[src/design/kams_pkg.sv]
// Package for the keyed adjacency matrix store.
// Holds sizes, operation and status codes, word types and internal command structs.
// No dependencies.
package kams_pkg;

    localparam int MAX_V     = 16;
    localparam int V_BITS    = 4;
    localparam int N_BITS    = 5;
    localparam int KEY_BITS  = 32;
    localparam int W_BITS    = 16;
    localparam int ADDR_BITS = 2 * V_BITS;
    localparam int CELLS     = MAX_V * MAX_V;

    localparam logic [2:0] OP_INS_EDGE = 3'd0;
    localparam logic [2:0] OP_INS_VTX  = 3'd1;
    localparam logic [2:0] OP_ERS_EDGE = 3'd2;
    localparam logic [2:0] OP_ERS_VTX  = 3'd3;
    localparam logic [2:0] OP_LOOKUP   = 3'd4;
    localparam logic [2:0] OP_LIST     = 3'd5;

    localparam logic [1:0] ST_OK        = 2'd0;
    localparam logic [1:0] ST_NOT_FOUND = 2'd1;
    localparam logic [1:0] ST_NO_FREE   = 2'd2;

    localparam logic signed [W_BITS-1:0] NO_EDGE_RESET = 16'sd32767;

    typedef struct packed {
        logic [2:0]                 operation;
        logic [KEY_BITS-1:0]        key_a;
        logic [KEY_BITS-1:0]        key_b;
        logic signed [W_BITS-1:0]   edge_weight;
    } t_in_word;

    typedef struct packed {
        logic [1:0]                 status;
        logic [N_BITS-1:0]          number_a;
        logic [N_BITS-1:0]          number_b;
        logic                       has_neighbour;
        logic [KEY_BITS-1:0]        neighbour_key;
        logic signed [W_BITS-1:0]   neighbour_weight;
        logic                       last;
    } t_out_word;

    // Commands to the weight memory.
    typedef struct packed {
        logic                       wr;
        logic                       clr_all;
        logic                       clr_vtx;
        logic [V_BITS-1:0]          vtx;
        logic [ADDR_BITS-1:0]       wr_addr;
        logic signed [W_BITS-1:0]   wr_data;
    } t_wm_cmd;

    // Commands to the vertex table.
    typedef struct packed {
        logic                       take;
        logic [KEY_BITS-1:0]        take_key;
        logic                       drop;
        logic [N_BITS-1:0]          drop_num;
    } t_vt_cmd;

endpackage

[src/design/kams_wmem.sv]
// Weight matrix memory with one registered read port and one write port.
// Per-entry valid bits stand in for refills; an invalid entry reads as zero on the diagonal, else as i_no_edge.
// Depends on kams_pkg.
module kams_wmem (
    input  logic                                 i_clk,
    input  logic                                 i_rst_n,
    input  kams_pkg::t_wm_cmd                    i_cmd,
    input  logic [kams_pkg::ADDR_BITS-1:0]       i_rd_addr,
    input  logic signed [kams_pkg::W_BITS-1:0]   i_no_edge,
    output logic signed [kams_pkg::W_BITS-1:0]   o_rd_weight
);

    logic signed [kams_pkg::W_BITS-1:0] r_mem [kams_pkg::CELLS];
    logic [kams_pkg::CELLS-1:0]         r_vld;
    logic signed [kams_pkg::W_BITS-1:0] r_rd_data;
    logic                               r_rd_vld;
    logic                               r_rd_diag;

    always_ff @(posedge i_clk) begin
        if (i_cmd.wr) begin
            r_mem[i_cmd.wr_addr] <= i_cmd.wr_data;
        end
        r_rd_data <= r_mem[i_rd_addr];
        r_rd_diag <= (i_rd_addr[kams_pkg::ADDR_BITS-1:kams_pkg::V_BITS]
                      == i_rd_addr[kams_pkg::V_BITS-1:0]);
    end

    always_ff @(posedge i_clk) begin
        if (!i_rst_n) begin
            r_vld    <= '0;
            r_rd_vld <= 1'b0;
        end else begin
            r_rd_vld <= r_vld[i_rd_addr];
            if (i_cmd.clr_all) begin
                r_vld <= '0;
            end else begin
                if (i_cmd.clr_vtx) begin
                    for (int k = 0; k < kams_pkg::MAX_V; k++) begin
                        r_vld[{i_cmd.vtx, kams_pkg::V_BITS'(k)}] <= 1'b0;
                        r_vld[{kams_pkg::V_BITS'(k), i_cmd.vtx}] <= 1'b0;
                    end
                end
                if (i_cmd.wr) begin
                    r_vld[i_cmd.wr_addr] <= 1'b1;
                end
            end
        end
    end

    assign o_rd_weight = r_rd_vld ? r_rd_data : (r_rd_diag ? '0 : i_no_edge);

endmodule

[config.mk]
export PLATFORM = sky130hd
export DESIGN_NAME = kams_wmem
export DESIGN_NICKNAME = d
export VERILOG_FILES = /design/src/design/kams_pkg.sv /design/src/design/kams_wmem.sv
export SDC_FILE = /design/constraint.sdc
export NUM_CORES = 2
export LEC_CHECK = 0
export BUFFER_PORTS_ARGS = -buffer_cell sky130_fd_sc_hd__buf_4
export CAP_MARGIN = 20
export CORE_ASPECT_RATIO = 1.5
export CORE_MARGIN = 2
export CORE_UTILIZATION = 55
export DETAILED_ROUTE_END_ITERATION = 10
export PLACE_DENSITY = 0.72
export RECOVER_POWER = 100
export SLEW_MARGIN = 15
export SYNTH_ARGS = -nofsm -noshare
export SYNTH_HDL_FRONTEND = slang
export SYNTH_SLANG_ARGS = --single-unit
[constraint.sdc]
create_clock -name i_clk -period 5.5 [get_ports i_clk]
set_input_delay 0.275 -clock i_clk [delete_from_list [all_inputs] [get_ports i_clk]]
set_output_delay 0.275 -clock i_clk [all_outputs]
set_load 0.01 [all_outputs]
; After elaboration in Yosys (flattened, before gate mapping)
; Memories as Yosys holds them, arrays and structs flattened. A register that Yosys moved wholly into a read port is not among the register bits.
; Cells that the tools add are included.
[classes]
bitwise = 66
mux = 76
reduce_logical = 34
n_eq_ne = 1
order_cmp = 67
[ops]
columns = cell, count
row1 = $and 256x256->256, 32
row2 = $mux 256, 4
row3 = $not 256->256, 2
row4 = $not 112->256, 1
row5 = $not 128->256, 1
row6 = $not 144->256, 1
row7 = $not 16->256, 1
row8 = $not 160->256, 1
row9 = $not 176->256, 1
row10 = $not 192->256, 1
row11 = $not 208->256, 1
row12 = $not 224->256, 1
row13 = $not 240->256, 1
row14 = $not 241->256, 1
row15 = $not 242->256, 1
row16 = $not 243->256, 1
row17 = $not 244->256, 1
row18 = $not 245->256, 1
row19 = $not 246->256, 1
row20 = $not 247->256, 1
row21 = $not 248->256, 1
row22 = $not 249->256, 1
row23 = $not 250->256, 1
row24 = $not 251->256, 1
row25 = other kinds (29), 185
[word_totals]
input_bits = 57
output_inout_bits = 16
mem_bits_rw = 4096
mem_count = 1
reg_bits = 258
[mem_list]
columns = memory, words, word_bits, read_ports, rd_ports_with_merged_regs, write_ports, line
row1 = r_mem, 256, 16, 1, 1, 1, kams_wmem.sv:13  ; logic signed [kams_pkg::W_BITS-1:0] r_mem [kams_pkg::CELLS];

; Depth between registers and ports, before layout
[depth]
word_depth = 42
ltp_mapped = 12

; Least setup slack after synthesis
; Ideal clock, no wire load.
[synth_timing]
path_kind = in2reg
from = input port i_cmd[20] in the netlist's numbering
to = memory r_mem[213][0] in the netlist's numbering, enable pin
t_required_ps = 5110
setup_time_ps = 390
cell_stages = 6
path_buffers = 3
arrival_ps = 2096
slack_ps = 3014
cell_sequence = clkbuf_1 -> nor2b_1 -> clkbuf_1 -> nand3_1 -> clkbuf_1 -> nor2_1
[synth_rtl]
columns = item, line
row1 = "start, declared", kams_wmem.sv:7  ; input kams_pkg::t_wm_cmd i_cmd,
row2 = "end, declared", kams_wmem.sv:13
; Straight into the memory's write port.

==> flow_results.org <==
** Clocking
- TritonCTS buffer count :: 376
- Hold repair after CTS inserted 36 buffers.
- The H-tree was split into 5 levels.
- TritonCTS built the clock tree.
- In this run the post-CTS setup repair buffer count came out at 0.
- Worst-case clock buffer depth :: 4
- CTS clk-pin slew, worst paths :: 0.07 ns
- Root buffer cell :: sky130_fd_sc_hd__clkbuf_16
- The clock net in this run drives a total of 4,370 sinks.
- Resized Gates After CTS :: 0
- At the later pin of the worst-skew pair, clock insertion delay measures 0.96 ns.

** STA
- Measured against its own limit, the worst slew margin works out to -280%.
- The worst path needs 5.03 ns of the cycle, external delays included.
- The number of max-slew violations in the final report was 4,275.
- Based on the critical path, the design can be clocked at up to 199 MHz.
- Final Cycle Share :: 91.5%
- Setup repair after global routing left no endpoint under its margin.
- The tightest hold path in the finished design has a slack of -0.0157 ns.
- Setup violations remaining at the end of the flow were counted as 0.
- Final worst clock skew :: 0.0670 ns
- Setup total negative slack :: 0 ns
- PnR worst setup slack :: 0.469 ns
- At the pin with the least slew margin, the transition time is 5.69 ns.
- The number of hold-slack violations in the final timing report is 10.

** Critical path
- Depth of the worst register-to-register path :: 6
- STA classifies the critical path startpoint as an input port.
- The worst setup path is captured at a flip-flop.
- Traced cell by cell, the critical path runs through dlygate4sd3_1 > clkbuf_1 > nand4bb_1 > nor2_1 > buf_4 > a32oi_1 > nand4_1 > nor4_1 > o31a_1.
- Cell type of the slowest stage on the worst timing path :: sky130_fd_sc_hd__nor4_1
- Data arrival, critical path :: 5.92 ns
- In this design, the stage delay of the slowest critical-path cell is 1.29 ns.
- Maximum fanout along the worst path :: 21
- The critical path in this run is classified as input port to flip-flop.
- For the worst setup path, the data required time is 6.39 ns.

** Min path
- Hold Path Cell Cnt :: 1
- The tightest min-delay check is of the input port to flip-flop type.

** Logic synthesis
- The Yosys step of the flow raised 0 warnings.
- Sequential cells were found to cover 76.2% of the synthesized design area.
- Predominant post-synthesis flop cell :: sky130_fd_sc_hd__edfxtp_1
- Synthesized netlist cell count :: 7,802
- Cell area after synthesis :: 169,000 um^2
- In this run the mean area of a mapped cell was 21.6 um^2.
- After synthesis, the share of flip-flops with an asynchronous set or reset is 0%.
- The synthesized design contains 4,096 enable-type register cells.
- Total of flip-flops plus latches after synthesis :: 4,370
- Mapped Nets :: 7,859
- Post-synthesis cell type count :: 58

** Floorplan
- Die H :: 682 um
- Starting utilization of the core area :: 55.1%
- I/O Pins :: 73
- Die Span X :: 456 um
- Floorplan die area :: 311,000 um^2
- The initialized floorplan defines 249 standard-cell rows.
- Core area :: 306,000 um^2

** Final layout
- The finished cells cover 187,000 um^2.
- After the last flow step, the layout net total stands at 8,296.
- Final non-filler cell total :: 12,600
- Counting the fill cells in the layout gives 20,700.
- Synth-to-Final Area Change :: 11.1%
- Ratio of cells with drive above 1 in the final layout :: 24.3%

** Placement
- Prior to clock tree synthesis, the placed netlist has a worst setup slack of 0.634 ns.
- Including well taps, the total number of placed cells is 11,800.
- At the end of routability-driven placement, the weighted congestion stood at 1.04.
- After detailed placement, the total cell area comes to 176,000 um^2.
- Port buffering added 72 buffers.
- Detailed placer's ending HPWL :: 292,000 um

** Global route
- The via count of the first global-routing pass came to 85,800.
- Global-route usage over all layers :: 30.7%
- The number of antenna violations at the first check in global routing came to 40.
- Entering global routing, the biggest net connects 182 pins.
- The total overflow left after global routing is 0.
- The first global-routing pass estimated 667,000 um of wire.

** Drt
- In this run the remaining antenna-violating nets after routing total 0.
- After detailed routing, the number of remaining DRC violations is 0.
- In the final routed layout, each cell accounts on average for 38.2 um.
- Router iterations before antenna repair :: 7
- Final WL :: 481,000 um
- Iter 0 DRT Violations :: 12,800
- After detailed routing, the number of vias per cell comes to 6.87.
- Across all layers, the routed design uses 86,500 vias.

** Outcome
- Status :: finished with violations
- Violated checks :: negative hold slack, max-capacitance violations, max-slew violations

** Pwr
- The worst-case IR drop observed on VDD is 440 uV.
- The analysis attributes to cell leakage a power of 58.3 nW.
- Dividing total power by cell area gives a power density of 356 nW/um^2.

** Flow run
- Max-cap violations in this run came to 155.
==> stage by stage <==
step | hold WS [ns] | util, % | total power, W
5_1_grt | 0.0323 | 61.2 | 0.0681
3_3_place_gp | 0.458 | 57.4 | 0.0404
4_1_cts | 0.0257 | 61.7 | 0.0668
2_1_floorplan | 0.374 | - | 0.0390
3_5_place_dp | 0.467 | 57.5 | 0.0405
6_report | -0.0157 | 61.2 | 0.0667
==> cell type report <==
cell class | instances | area (um^2) | area share [%]
Multi-Input combinational cell | 2923 | 37600 | 20.1
Antenna cell | 22 | 55.1 | 0.0294
Clock buffer | 459 | 9940 | 5.31
Timing Repair Buffer | 537 | 3760 | 2.01
Tap cell | 4016 | 5020 | 2.68
Sequential cell | 4370 | 128000 | 68.6
Inverter | 31 | 131 | 0.0701
Clock inverter | 223 | 2330 | 1.24
==> final timing paths <==
path / from / to / slack (ns)
max: i_rd_addr[5] / r_rd_data[11]$_DFF_P_ / 0.47
min: i_cmd[15] / r_mem[217][15]$_DFFE_PP_ / -0.02
max reg2reg: r_mem[197][11]$_DFFE_PP_ / r_rd_data[11]$_DFF_P_ / 1.66
min reg2reg: r_vld[157]$_SDFF_PP0_ / r_vld[157]$_SDFF_PP0_ / 0.48
==> routing by layer <==
metal / global-route usage [%] / part of all wire (%) / vias to the layer above
li1: - / - / 33600
met1: 38.5 / 34 / 45900
met2: 49.7 / 49 / 5700
met3: 6.59 / 10 / 1189
met4: 18.1 / 6.9 / 36
met5: 0.202 / 0.063 / -
==> Yosys cell counts, drive strengths merged, types with 27 or more instances <==
cell type	count	share of area, %
a21oi	86	0.26
a22oi	111	0.49
a31oi	175	0.65
buf	281	1.2
clkbuf	197	0.45
dfxtp	274	3.3
edfxtp	4096	73
inv	30	0.070
mux2i	334	2.0
mux4	1175	16
nand2	120	0.27
nand3	33	0.098
nand4	57	0.21
nor2	517	1.2
nor3	27	0.080
o21ai	48	0.14
o22ai	47	0.17
==> layout by cell type (no fill, tap or decap), drive strengths merged, types with 5 or more instances in the layout <==
cell type    synthesis  layout
a32oi               15      15
nand3               33      33
mux2i              334     334
dfxtp              274     274
a211oi               9       9
o21a                 7       7
o21ai               48      48
or3                  8       8
o211ai               5       5
diode                0      22
and3                 8       8
a22o                18      18
dlygate4sd3          0      36
nor3                27      27
nor4                17      17
a221oi               5       5
clkbuf             197     731
o31a                10      10
o221ai              15      15
nand4               57      57
nor2               517     517
edfxtp            4096    4096
o22ai               47      47
a21oi               86      86
buf                281     226
clkinvlp             0      16
nand2              120     120
inv                 30      37
a22oi              111     111
mux4              1175    1175
bufinv               0      42
a31oi              175     175
nand2b              18      18
clkinv               1     159
or2                  7       7
nor2b               18      18
==> power by group <==
| part | switching (W) | internal [W] | total [W] |
|---|---|---|---|
| sequential | 0.000106 | 0.0365 | 0.0366 |
| combinational | 0.00214 | 0.00117 | 0.00331 |
| clock | 0.0119 | 0.0149 | 0.0268 |
| total | 0.0142 | 0.0525 | 0.0667 |
==> critical path, delay by kind of cell <==
| family | cells | cell delay (ns) |
|---|---|---|
| AND/OR/NAND/NOR | 4 | 2.71 |
| buffers and inverters | 3 | 2.02 |
| AO/OA/AOI/OAI | 2 | 0.90 |
==> registers in the layout, summed over array words and instances (netlist names) <==
signal and flops:
r_mem 4096, r_vld 256, r_rd_data 16, r_rd_diag 1, r_rd_vld 1
==> kinds of logic after synthesis <==
| group | share of synthesized area [%] |
|---|---|
| muxes | 17.7 |
| buffers and inverters | 1.77 |
| DFF | 76.2 |
| xor gates and xnor gates | 0.0208 |
| AOI/OAI and AO/OA | 2.21 |
| and+or+nand+nor | 2.15 |
No activity file was read; power rests on OpenSTA's default activity.
